`src/rtl/dcss_pkg.sv`:
```
`timescale 1ns / 1ps
`default_nettype none

package dcss_pkg;

	// Register indexes of the configuration port
	localparam logic CFG_TICKS_PER_SECOND = 1'b0;
	localparam logic CFG_DEBOUNCE_ITEMS   = 1'b1;

	localparam logic [7:0] TICKS_PER_SECOND_RESET = 8'd100;
	localparam logic [7:0] DEBOUNCE_ITEMS_RESET   = 8'd10;

	localparam logic [4:0] HOUR_RESET = 5'd12;
	localparam logic [4:0] HOUR_MAX   = 5'd23;
	localparam logic [5:0] MINSEC_MAX = 6'd59;

	localparam logic [7:0] SEG_DASH  = 8'hbf;
	localparam logic [7:0] SEG_BLANK = 8'hff;

	typedef struct packed {
		logic [4:0] hours;
		logic [5:0] minutes;
		logic [5:0] seconds;
	} clock_time_t;

	// Accepted key changes that act on the time
	typedef struct packed {
		logic hour_bump;
		logic minute_bump;
	} key_evt_t;

	typedef struct packed {
		logic [2:0] tens;
		logic [3:0] ones;
	} dec_t;

	function automatic logic [7:0] seg_of(input logic [3:0] d);
		logic [7:0] s;
		case (d)
			4'd0:    s = 8'hc0;
			4'd1:    s = 8'hf9;
			4'd2:    s = 8'ha4;
			4'd3:    s = 8'hb0;
			4'd4:    s = 8'h99;
			4'd5:    s = 8'h92;
			4'd6:    s = 8'h82;
			4'd7:    s = 8'hf8;
			4'd8:    s = 8'h80;
			4'd9:    s = 8'h90;
			default: s = SEG_BLANK;
		endcase
		return s;
	endfunction

	// Split a value below 64 into decimal tens and ones
	function automatic dec_t split_dec(input logic [5:0] v);
		dec_t       r;
		logic [5:0] rem;
		if (v >= 6'd60) begin
			r.tens = 3'd6; rem = v - 6'd60;
		end else if (v >= 6'd50) begin
			r.tens = 3'd5; rem = v - 6'd50;
		end else if (v >= 6'd40) begin
			r.tens = 3'd4; rem = v - 6'd40;
		end else if (v >= 6'd30) begin
			r.tens = 3'd3; rem = v - 6'd30;
		end else if (v >= 6'd20) begin
			r.tens = 3'd2; rem = v - 6'd20;
		end else if (v >= 6'd10) begin
			r.tens = 3'd1; rem = v - 6'd10;
		end else begin
			r.tens = 3'd0; rem = v;
		end
		r.ones = rem[3:0];
		return r;
	endfunction

endpackage

`default_nettype wire

```
`src/rtl/digital_clock_seven_segment_scan_top.sv`:
```
`timescale 1ns / 1ps
`default_nettype none

// Channel   Direction  Payload
// s_*       in         tdata[3:0]: centi_tick, scan_tick, hour_key_n, minute_key_n
// m_*       out        tdata[32:0]: segments_n, digit_select_n, hours, minutes, seconds
// cfg_*     in         index 0 ticks_per_second, index 1 debounce_items
//
// One item per cycle while the output is not stalled. Each accepted item updates
// the prescaler, the time, the key debouncers and the scan position in the cycle
// it is taken; its result sits in the output register on the next cycle.
// Reset brings up 12:00:00 on digit 0, both keys released, 100 ticks per second
// and a debounce of 10 items. A stalled result holds the output register; a new
// item is taken whenever that register is empty or is being drained.

module digital_clock_seven_segment_scan_top (
	input  wire logic        clk,
	input  wire logic        arst_n,
	// bits from 0: centi_tick, scan_tick, hour_key_n, minute_key_n, zero pad
	input  wire logic [7:0]  s_tdata,
	input  wire logic        s_tvalid,
	output logic             s_tready,
	// bits from 0: segments_n[7:0], digit_select_n[15:8], hours[20:16],
	// minutes[26:21], seconds[32:27], zero pad
	output logic [39:0]      m_tdata,
	output logic             m_tvalid,
	input  wire logic        m_tready,
	input  wire logic        cfg_we,
	input  wire logic        cfg_index,
	input  wire logic [7:0]  cfg_data
);
	import dcss_pkg::*;

	logic        accept;
	logic [7:0]  ticks_per_second_q;
	logic [7:0]  debounce_items_q;
	logic [2:0]  scan_q;
	logic [2:0]  scan_next;
	key_evt_t    evt;
	clock_time_t time_next;
	logic [7:0]  seg_n;
	logic [7:0]  sel_n;

	logic        out_valid_q;
	logic [7:0]  seg_q;
	logic [7:0]  sel_q;
	clock_time_t time_out_q;

	// Take a new item while the output register is empty or being drained
	assign s_tready = !out_valid_q || m_tready;
	assign accept   = s_tvalid && s_tready;

	// Configuration registers; the user must write them only while idle, the block does not enforce it
	always_ff @(posedge clk or negedge arst_n) begin
		if (!arst_n) begin
			ticks_per_second_q <= TICKS_PER_SECOND_RESET;
			debounce_items_q   <= DEBOUNCE_ITEMS_RESET;
		end else if (cfg_we) begin
			case (cfg_index)
				CFG_TICKS_PER_SECOND: ticks_per_second_q <= cfg_data;
				CFG_DEBOUNCE_ITEMS:   debounce_items_q   <= cfg_data;
				default:              ;
			endcase
		end
	end

	// Debounce the two keys; bit 0 hour key, bit 1 minute key
	dcss_keys u_keys (
		.clk            (clk),
		.arst_n         (arst_n),
		.accept         (accept),
		.raw_keys       ({s_tdata[3], s_tdata[2]}),
		.debounce_items (debounce_items_q),
		.evt            (evt)
	);

	// Prescaler and hh:mm:ss counters; tick first, then key adjustments
	dcss_time u_time (
		.clk              (clk),
		.arst_n           (arst_n),
		.accept           (accept),
		.centi_tick       (s_tdata[0]),
		.ticks_per_second (ticks_per_second_q),
		.evt              (evt),
		.time_next        (time_next)
	);

	// Advance the scan, then show the digit at the new position
	assign scan_next = s_tdata[1] ? scan_q + 3'd1 : scan_q;

	always_ff @(posedge clk or negedge arst_n) begin
		if (!arst_n)
			scan_q <= '0;
		else if (accept)
			scan_q <= scan_next;
	end

	dcss_display u_display (
		.time_now       (time_next),
		.position       (scan_next),
		.segments_n     (seg_n),
		.digit_select_n (sel_n)
	);

	// Output register
	always_ff @(posedge clk or negedge arst_n) begin
		if (!arst_n)
			out_valid_q <= 1'b0;
		else if (s_tready)
			out_valid_q <= s_tvalid;
	end

	always_ff @(posedge clk) begin
		if (accept) begin
			seg_q      <= seg_n;
			sel_q      <= sel_n;
			time_out_q <= time_next;
		end
	end

	assign m_tvalid = out_valid_q;
	assign m_tdata  = {7'd0, time_out_q.seconds, time_out_q.minutes, time_out_q.hours,
		sel_q, seg_q};

	// Every accepted item leaves a result in the output register
	a_accept_gives_result: assert property (@(posedge clk) disable iff (!arst_n)
		accept |=> out_valid_q)
		else $error("accepted item produced no result");

	// Exactly one digit is driven
	a_select_one_cold: assert property (@(posedge clk) disable iff (!arst_n)
		out_valid_q |-> $onehot(~sel_q))
		else $error("digit select is not one-cold");

	// Time stays in range through carries and key adjustments
	a_time_range: assert property (@(posedge clk) disable iff (!arst_n)
		out_valid_q |-> (time_out_q.hours <= HOUR_MAX) &&
			(time_out_q.minutes <= MINSEC_MAX) && (time_out_q.seconds <= MINSEC_MAX))
		else $error("time out of range");

endmodule

`default_nettype wire

```
`src/rtl/dcss_keys.sv`:
```
`timescale 1ns / 1ps
`default_nettype none

module dcss_keys (
	input  wire logic              clk,
	input  wire logic              arst_n,
	input  wire logic              accept,
	input  wire logic [1:0]        raw_keys,
	input  wire logic [7:0]        debounce_items,
	output dcss_pkg::key_evt_t     evt
);
	import dcss_pkg::*;

	logic [1:0] stable_q;
	logic [7:0] count_q;
	logic [7:0] count_inc;
	logic       differ;
	logic       take;

	assign differ    = (raw_keys != stable_q);
	assign count_inc = (count_q == 8'hff) ? count_q : count_q + 8'd1;
	assign take      = accept && differ && (count_inc >= debounce_items);

	// Hour key has priority; a release acts too if the other key is held
	assign evt.hour_bump   = take && !raw_keys[0];
	assign evt.minute_bump = take && raw_keys[0] && !raw_keys[1];

	always_ff @(posedge clk or negedge arst_n) begin
		if (!arst_n) begin
			stable_q <= 2'b11;
			count_q  <= '0;
		end else if (accept) begin
			if (!differ) begin
				count_q <= '0;
			end else if (take) begin
				count_q  <= '0;
				stable_q <= raw_keys;
			end else begin
				count_q <= count_inc;
			end
		end
	end

endmodule

`default_nettype wire

```
`src/rtl/dcss_time.sv`:
```
`timescale 1ns / 1ps
`default_nettype none

module dcss_time (
	input  wire logic                clk,
	input  wire logic                arst_n,
	input  wire logic                accept,
	input  wire logic                centi_tick,
	input  wire logic [7:0]          ticks_per_second,
	input  wire dcss_pkg::key_evt_t  evt,
	output dcss_pkg::clock_time_t    time_next
);
	import dcss_pkg::*;

	clock_time_t time_q;
	clock_time_t after_tick;
	logic [7:0]  hund_q;
	logic [7:0]  hund_inc;
	logic [7:0]  hund_next;
	logic        sec_roll;
	logic        sec_wrap;
	logic        min_wrap;
	logic        hour_wrap;

	assign hund_inc  = hund_q + 8'd1;
	assign sec_roll  = centi_tick && (hund_inc >= ticks_per_second);
	assign hund_next = sec_roll ? '0 : (centi_tick ? hund_inc : hund_q);

	// Tick carries ripple seconds -> minutes -> hours
	assign sec_wrap  = sec_roll && (time_q.seconds >= MINSEC_MAX);
	assign min_wrap  = sec_wrap && (time_q.minutes >= MINSEC_MAX);
	assign hour_wrap = min_wrap && (time_q.hours >= HOUR_MAX);

	always_comb begin
		after_tick = time_q;
		if (sec_roll)
			after_tick.seconds = sec_wrap ? '0 : time_q.seconds + 6'd1;
		if (sec_wrap)
			after_tick.minutes = min_wrap ? '0 : time_q.minutes + 6'd1;
		if (min_wrap)
			after_tick.hours = hour_wrap ? '0 : time_q.hours + 5'd1;

		// Key adjustments act on the time after the tick, minutes without carry
		time_next = after_tick;
		if (evt.hour_bump)
			time_next.hours = (after_tick.hours >= HOUR_MAX) ? '0 : after_tick.hours + 5'd1;
		if (evt.minute_bump)
			time_next.minutes = (after_tick.minutes >= MINSEC_MAX) ? '0 :
				after_tick.minutes + 6'd1;
	end

	always_ff @(posedge clk or negedge arst_n) begin
		if (!arst_n) begin
			time_q.hours   <= HOUR_RESET;
			time_q.minutes <= '0;
			time_q.seconds <= '0;
			hund_q         <= '0;
		end else if (accept) begin
			time_q <= time_next;
			hund_q <= hund_next;
		end
	end

endmodule

`default_nettype wire

```
`src/rtl/dcss_display.sv`:
```
`timescale 1ns / 1ps
`default_nettype none

module dcss_display (
	input  wire dcss_pkg::clock_time_t  time_now,
	input  wire logic [2:0]             position,
	output logic [7:0]                  segments_n,
	output logic [7:0]                  digit_select_n
);
	import dcss_pkg::*;

	dec_t hour_dec;
	dec_t min_dec;
	dec_t sec_dec;

	assign hour_dec = split_dec({1'b0, time_now.hours});
	assign min_dec  = split_dec(time_now.minutes);
	assign sec_dec  = split_dec(time_now.seconds);

	// Digits left to right: h h - m m - s s; hour tens blank below ten
	always_comb begin
		case (position)
			3'd0:    segments_n = (time_now.hours > 5'd9) ?
				seg_of({1'b0, hour_dec.tens}) : SEG_BLANK;
			3'd1:    segments_n = seg_of(hour_dec.ones);
			3'd3:    segments_n = seg_of({1'b0, min_dec.tens});
			3'd4:    segments_n = seg_of(min_dec.ones);
			3'd6:    segments_n = seg_of({1'b0, sec_dec.tens});
			3'd7:    segments_n = seg_of(sec_dec.ones);
			default: segments_n = SEG_DASH;
		endcase
	end

	assign digit_select_n = ~(8'b1 << position);

endmodule

`default_nettype wire
```
`config.mk`:
```
export PLATFORM = sky130hd
export DESIGN_NAME = digital_clock_seven_segment_scan_top
export DESIGN_NICKNAME = d
export VERILOG_FILES = /design/src/rtl/dcss_pkg.sv /design/src/rtl/digital_clock_seven_segment_scan_top.sv /design/src/rtl/dcss_keys.sv /design/src/rtl/dcss_time.sv /design/src/rtl/dcss_display.sv
export SDC_FILE = /design/constraint.sdc
export NUM_CORES = 1
export LEC_CHECK = 0
export ABC_AREA = 1
export ABC_CLOCK_PERIOD_IN_PS = 7800
export BUFFER_PORTS_ARGS = -buffer_cell sky130_fd_sc_hd__buf_2
export CORE_AREA = 2 2 161 163
export DETAILED_ROUTE_END_ITERATION = 8
export DIE_AREA = 0 0 163 165
export SYNTH_ARGS = -nofsm -noshare
export SYNTH_HDL_FRONTEND = slang
export SYNTH_SLANG_ARGS = --single-unit
```
`constraint.sdc`:
```
create_clock -name clk -period 7.8 [get_ports clk]
set_clock_uncertainty 0.15 [all_clocks]
set_input_delay 0.78 -clock clk [delete_from_list [all_inputs] [get_ports clk]]
set_output_delay 0.78 -clock clk [all_outputs]
set_load 0.1 [all_outputs]
```
==> results by stage, run 1 <==
STA:
- Setup repair after global routing left no endpoint under its margin.
- The count of endpoints failing hold in the final timing report came to 0.
- The transition at the pin with the smallest max-transition slack is 1060 ps.
- After layout, the worst path uses 77.9% of the clock period.
- Setup violations remaining at the end of the flow were counted as 0.
- For the final routed database, the setup TNS stands at 0 ps.
- The achievable frequency is 165 MHz.
- The worst pin sits at a relative slew slack of 29.5%.
- The final critical path time including I/O delays and setup is 6070 ps.
- The total count of max-transition violations in the final report was 0.

Die:
- The floorplan step defined a die boundary enclosing 0.0269 mm^2.
- The core outline area is 0.0250 mm^2.
- The boundary pin count is 64.
- From left edge to right edge, the die measures 163 um.
- The number of rows in the core area is 58.
- The starting density of the core is 29.9%.
- Measured along the y axis, the die boundary spans 165 um.

Power and ir drop:
- In this run the power density over the cells is 403 mW/mm^2.
- The standby leakage power is 4.06 nW.
- After layout, the design draws a total of 0.00337 W.
- The worst supply voltage drop on vdd is 0.190 mV.

Critical path:
- The type of the worst setup path is reg -> reg.
- Grouping stages by cell kind, the critical path spends the most delay in compound AO/OA/AOI/OAI gates.
- The nature of the critical path startpoint is a register.
- The stage delay of the slowest cell on the critical path is 500 ps.
- On the critical path, the stage with the largest delay is an instance of a21oi_2.
- For the worst setup path, the data required time is 7760 ps.
- The cell seen most often among critical-path stages is nand2_1.
- For the worst setup path, the data arrival time is 6030 ps.
- Together, buffers and inverters on the worst path number 3.
- The kind of capture point of the worst setup path is a register.
- Of all nets on the critical path, the largest fanout is 12.

Yosys:
- The fraction of the yosys area taken by sequential cells is 31.4%.
- The number of enable flip-flop cells after synthesis is 32.
- The synthesized design spends more area on one cell type than any other, namely dfrtp_1.
- Sorting the synthesized cells by how often they occur yields nand2_1 (262), inv_1 (142), nor2_1 (79).
- Synthesis produced 1023 cells.
- The number of distinct library cells after synthesis is 49.
- The most common cell in the synthesized netlist is nand2_1.
- In the synthesized netlist the dominant register cell turns out to be dfrtp_1.
- The cell area that synthesis handed to floorplanning was 0.00747 mm^2.
- By area the synthesized netlist is led by dfrtp_1 (15%), nand2_1 (13%), edfxtp_1 (13%).
- After synthesis, the largest area contributor takes up 15.4% of total cell area.
- The synthesis warning total is 0.
- Counting flops with an async set or reset pin after synthesis yields a share of 63.2%.
- The synthesized area per cell is 7.31 um^2.
- The number of synthesized register bits is 87.

Clock network:
- After clock tree synthesis, the clock-pin slew on the worst setup and hold paths is 70 ps.
- The clock network latency to the later pin of the worst-skew pair is 360 ps.
- The number of setup buffers added after CTS is 0.
- TritonCTS built the clock tree.
- After clock tree synthesis, the flow added hold-fix buffers numbering 0.
- The number of buffers created by CTS is 9.
- The number of gates resized after CTS was 0.
- The clock passes through at most 2 buffers.
- The tree is rooted in a clkbuf_16.
- For this design, the sink count on the clock tree is 87.
- The maximum level of the CTS H-tree is 3.

Drt:
- The detailed-route DRC error count is 0.
- The detailed-route vias per instance is 4.55.
- The detail route stage leaves a number of antenna-violating nets equal to 0.
- Wires add up to 17.0 mm.
- After the first detailed-routing iteration, the DRC count stood at 372.
- The via total after detailed routing is 6405.
- The wire length per cell after detailed routing is 12.1 um.
- The first-pass iteration count of the detailed router is 5.

Layout:
- The utilization of the core after routing is 33.4%.
- 0 antenna diodes ended up in the layout.
- From synthesis to final layout, the design area changed by 11.9%.
- At the end of the flow, the number of nets in the layout was 1169.
- In the final layout, the share of cells above drive strength 1 is 16.4%.
- Leaving out filler cells and counting taps, the final layout contains 1408.

Run status:
- The flow ran to the end, and the final reports show no timing, DRC or antenna violations.

GRT:
- The wire length of the first global-routing pass is 29.0 mm.
- Global routing consumed, over all layers together, 13.3% of the routing resources.
- The number of global-route vias before repair is 6041.
- The maximum number of pins on one net before global-route repair is 56.
- The initial antenna violation count is 1.
- The total overflow reported by the global router is 0.

Hold path:
- The worst hold-check path type is reg -> reg.

Placement:
- Port buffering added 51 buffers.
- Detailed placement finished with a half-perimeter wire length of 12.7 mm.
- Once placement completed, the tool counted placed cells totaling 1392.
- The congestion estimate from routability-driven global placement came to 0.847.

Flow run:
- Across the run, the number of max-cap violations was 0.
==> registers in the layout, summed over array words and instances (netlist names) <==
register            flops
debounce_items_q        8
m_tdata                17
m_tvalid                1
scan_q                  3
seg_q                   7
sel_q                   8
ticks_per_second_q      8
u_keys.count_q          8
u_keys.stable_q         2
u_time.hund_q           8
u_time.time_q          17
==> power by group <==
part | leakage (nW) | internal [W] | total (W) | switching, W
registers | 0.993 | 0.000631 | 0.000717 | 0.0000854
clock network | 0.150 | 0.000265 | 0.000457 | 0.000192
logic | 2.92 | 0.000637 | 0.00220 | 0.00156
==> logic make-up after synthesis <==
logic type | Yosys count | synth area share (%)
buf+inv | 182 | 9.88
flops | 87 | 31.4
fa+ha+maj | 74 | 12.4
other cells | 2 | 0.100
compound gates | 162 | 12.7
simple gates | 496 | 31.0
xor+xnor | 20 | 2.44
==> metrics by stage <==
step / area [um^2] / hold slack (ps) / setup WS, ps
2_1_floorplan: 7500 / 303 / 2670
3_3_place_gp: 8060 / 320 / 1760
3_5_place_dp: 8060 / 327 / 1730
4_1_cts: 8360 / 343 / 1660
5_1_grt: 8360 / 364 / 1050
6_report: 8360 / 335 / 1730
==> area by class of cell <==
| type | count | area (um^2) |
|---|---|---|
| Fill cell | 2653 | 16700 |
| Multi-Input combinational cell | 760 | 4410 |
| Clock inverter | 1 | 8.76 |
| Clock buffer | 15 | 300 |
| Inverter | 162 | 613 |
| Timing Repair Buffer | 53 | 270 |
| Sequential cell | 87 | 2350 |
| Tap cell | 330 | 413 |
==> final timing paths <==
kind / start / end / slack [ps] / cells after the start
worst min register to register: debounce_items_q[4]$_DFFE_PN0P_ / debounce_items_q[4]$_DFFE_PN0P_ / 340 / 2
min in group asynchronous: arst_n / ticks_per_second_q[3]$_DFFE_PN0P_ / 430 / 2
worst min-delay path: debounce_items_q[4]$_DFFE_PN0P_ / debounce_items_q[4]$_DFFE_PN0P_ / 340 / 2
max in group asynchronous: arst_n / u_time.time_q[16]$_DFFE_PN0P_ / 6580 / 2
worst max-delay path: u_time.hund_q[0]$_DFFE_PN0P_ / seg_q[3]$_DFFE_PP_ / 1730 / 30
worst max register to register: u_time.hund_q[0]$_DFFE_PN0P_ / seg_q[3]$_DFFE_PP_ / 1730 / 30
==> per-layer routing <==
metal | track usage [%] | part of all wire, %
met3 | 2.54 | 4.3
met1 | 17.1 | 48
met4 | 4.10 | 1.3
met5 | 0 | 0.071
met2 | 22.7 | 47
==> layout by cell type (no fill, tap or decap), types with 4 or more instances in the layout <==
| cell | n |
|---|---|
| inv_2 | 19 |
| buf_2 | 51 |
| nand2_2 | 27 |
| o21ai_1 | 7 |
| nor3_1 | 10 |
| inv_1 | 141 |
| conb_1 | 8 |
| xnor2_1 | 6 |
| o21ai_0 | 76 |
| nand3b_1 | 8 |
| ha_1 | 74 |
| nor2_1 | 79 |
| o22ai_1 | 10 |
| xor2_1 | 13 |
| nand2_1 | 262 |
| dfstp_2 | 9 |
| nand4_1 | 18 |
| a21oi_2 | 7 |
| nor2_4 | 6 |
| nand2_4 | 8 |
| dfrtp_1 | 46 |
| o21ai_2 | 6 |
| a21oi_1 | 41 |
| edfxtp_1 | 32 |
| nor2_2 | 10 |
| nand3_2 | 4 |
| clkbuf_16 | 11 |
| nand3_1 | 53 |
==> tightest hold or removal path, delay by kind of cell, from the launching register on <==
| kind | cells | cell delay, ps |
|---|---|---|
| flip-flops | 1 | 340 |
| AO/OA/AOI/OAI | 1 | 60 |
| AND/OR/NAND/NOR | 1 | 50 |
Note: power is estimated with default switching activity, not from simulation.
==> inputs of run 2 (changes only) <==
Settings changed: ABC_CLOCK_PERIOD_IN_PS 7800 to 6160.
Clock period 7.8 ns to 6.16 ns, I/O delays scaled along.
==> run 2 against run 1 <==
  * Largest cell class unchanged
  * Global-route usage about the same
  * Utilization rose by 0.36 points
  * Highest routed layer unchanged
  * Final cell count increased by 0.50%
  * Critical path depth rose by 6
  * Sequential share of layout area fell by 0.30 points
==> results by stage, run 2 (same netlist as run 1, synthesis figures left out) <==
Run status:
- The run finished with clean final reports.

Die:
- The core region is 0.0250 mm^2.
- The area enclosed by the die boundary is 0.0269 mm^2.
- The floorplan has 58 rows.
- The starting density of the core is 29.9%.
- In this run the count of I/O pins placed on the die edge is 64.
- The vertical die dimension is 165 um.
- The die is 163 um wide.

GRT:
- Global routing used 13.3% of the available tracks across all layers.
- The number of global-route vias before repair came to 5961.
- Entering global routing, the biggest net connects 56 pins.
- The first global-routing pass estimated 28.8 mm of wire.
- The initial antenna violation count came to 1.
- The total overflow reported by the global router is 0.

STA:
- The total count of max-transition violations in the final report came to 0.
- The worst pin sits at a relative slew slack of 27.0%.
- The worst hold margin is 261 ps.
- The count of endpoints failing hold in the final timing report is 0.
- The transition at the pin with the smallest max-transition slack is 1090 ps.
- Setup repair after global routing left no endpoint under its margin.
- The share of the cycle needed by the critical path after routing is 89.9%.
- The number of setup violations in the final report is 0.
- The worst path needs 5540 ps of the cycle, external delays included.
- The achievable frequency is 181 MHz.
- The worst setup margin is 625 ps.
- Adding up every negative setup slack in the final design gives 0 ps.

Clock network:
- TritonCTS built the clock tree.
- The clock network latency to the later pin of the worst-skew pair is 360 ps.
- The worst-case clock buffer depth is 2.
- The number of buffers created by CTS is 9.
- The tree is rooted in a clkbuf_16.
- In this run the number of H-tree levels came out at 3.
- The number of clock sinks seen by CTS is 87.
- Clock-pin slew was measured on the worst setup and hold paths at 60 ps.

Drt:
- The detailed-route vias per instance is 4.59.
- The detailed router finished its first iteration with 401 violations.
- The total length of routed wires is 17.2 mm.
- For this run, design rule violations remaining after detail routing come to 0.
- Across all layers, the routed design uses 6496 vias.
- The detail route stage leaves a number of antenna-violating nets equal to 0.
- The first-pass iteration count of the detailed router is 5.
- The wire length per cell after detailed routing is 12.2 um.

Placement:
- The number of input and output port buffers inserted is 51.
- Once detailed placement completed, the half-perimeter wirelength came to 12.8 mm.
- Routability-driven placement finished with a final weighted congestion of 0.840.
- Timing analysis after detailed placement gives a worst setup slack of 368 ps.

Power and ir drop:
- The design internal power is 0.00198 W.
- In this run, the clock network consumes 13.9% of the power.
- Of the total power, registers draw 21.0%.
- The standby leakage power is 4.09 nW.
- The power spent charging and discharging nets is 0.00234 W.
- The worst-case IR drop observed on VDD is 0.223 mV.
- The switching part of the total power is 54.2%.
- The total power per unit cell area is 512 mW/mm^2.
- The part of the total power dissipated in combinational logic is 65.1%.

Critical path:
- The nature of the critical path startpoint is a register.
- The worst endpoint data arrival time is 5490 ps.
- The worst path required time is 6120 ps.
- STA classifies the critical path endpoint as a register.
- Along the worst path, the maximum fanout reaches 11.
- On the worst path, the slowest cell contributes a delay of 410 ps.
- The type of the worst setup path is reg -> reg.
- The launch instance of the worst register-to-register path is u_time.hund_q[0]$_DFFE_PN0P_.
- The number of cells on the worst reg-to-reg path is 36.
- The launching element of the worst setup path is u_time.hund_q[0]$_DFFE_PN0P_.
- Counting stages on the worst path, the most repeated cell is nand2_1.
- Among all stages on the critical path, the largest delay is contributed by dfrtp_1.

Layout:
- The layout has 2638 filler cells.
- The diode insertion count for antenna repair is 0.
- In the final design database the tool counted 1176 nets.
- The area added between synthesis and finish is 13.1%.
- The leading cell type in the layout, fill and taps excluded is nand2_1.
- In the layout the commonest cells are nand2_1 (261), inv_1 (141), nor2_1 (78), o21ai_0 (74), ha_1 (74).
- Of the cells placed in the final design, the portion with a size suffix greater than 1 is 17.6%.

Hold path:
- The worst hold-check path type is in -> async.

Flow run:
- Across the run, the number of max-cap violations was 0.
-- run 2: cell count changes in the layout (fill, tap and decap cells not counted), sizes merged --
cell	change
bufinv	+2
buf	+7
inv	+1
clkbuf	-4
clkinvlp	+1
-- run 2: final cells by class --
class,instances,area [um^2],area share [%]
clock inverter,5,81.3,0.962
timing repair buffer,60,323,3.82
multi-input combinational,760,4440,52.6
sequential,87,2350,27.8
clock buffer,11,233,2.75
inverter,162,613,7.25
tap,330,413,4.88
-- run 2: layer usage --
layer	GRT usage, %	part of all wire [%]
met1	17.3	48
met2	22.4	46
met3	2.34	3.7
met4	4.79	1.7
met5	0	0.093
-- run 2: through the flow --
step / instance area (um^2) / utilization [%] / instances / power [W]
floorplan: 7500 / - / 1029 / 0.00318
global placement: 8090 / 32.3 / 1396 / 0.00369
detailed placement: 8090 / 32.3 / 1396 / 0.00371
CTS: 8400 / 33.5 / 1412 / 0.00435
global route: 8460 / 33.8 / 1415 / 0.00480
finish: 8460 / 33.8 / 1415 / 0.00433
-- run 2: worst max-delay path: cells and delay by family (launching register included) --
kind | cells | cell delay [ps]
flip-flops | 1 | 410
adder cells (fa/ha/maj) | 4 | 930
AND/OR/NAND/NOR | 19 | 2110
buffers and inverters | 6 | 570
XOR/XNOR | 1 | 170
AO/OA/AOI/OAI | 6 | 930
-- run 2: what timing repair did --
action | in CTS | in global routing
resized for setup | 0 | 10
endpoints found under the hold margin | 0 | 0
setup buffers | 0 | 3
setup endpoints to repair | 0 | 6
hold buffers | 0 | 0
-- run 2: power groups by stage --
stage / Sequential, W / Combinational, W / Clock (W)
3_5_place_dp: 0.000919 / 0.00280 / 0
6_report: 0.000908 / 0.00282 / 0.000603
5_1_grt: 0.000930 / 0.00322 / 0.000647
4_1_cts: 0.000910 / 0.00282 / 0.000622
2_1_floorplan: 0.00129 / 0.00189 / 0
3_3_place_gp: 0.000917 / 0.00277 / 0
-- run 2: worst paths after layout --
kind                                                    to  slack (ps)
max reg2reg                             seg_q[3]$_DFFE_PP_         620
min                           u_time.hund_q[2]$_DFFE_PN0P_         260
max in group asynchronous    u_keys.count_q[1]$_DFFE_PN0P_        5100
min reg2reg                debounce_items_q[4]$_DFFE_PN0P_         340
max                                     seg_q[3]$_DFFE_PP_         620
min in group clk           debounce_items_q[4]$_DFFE_PN0P_         340
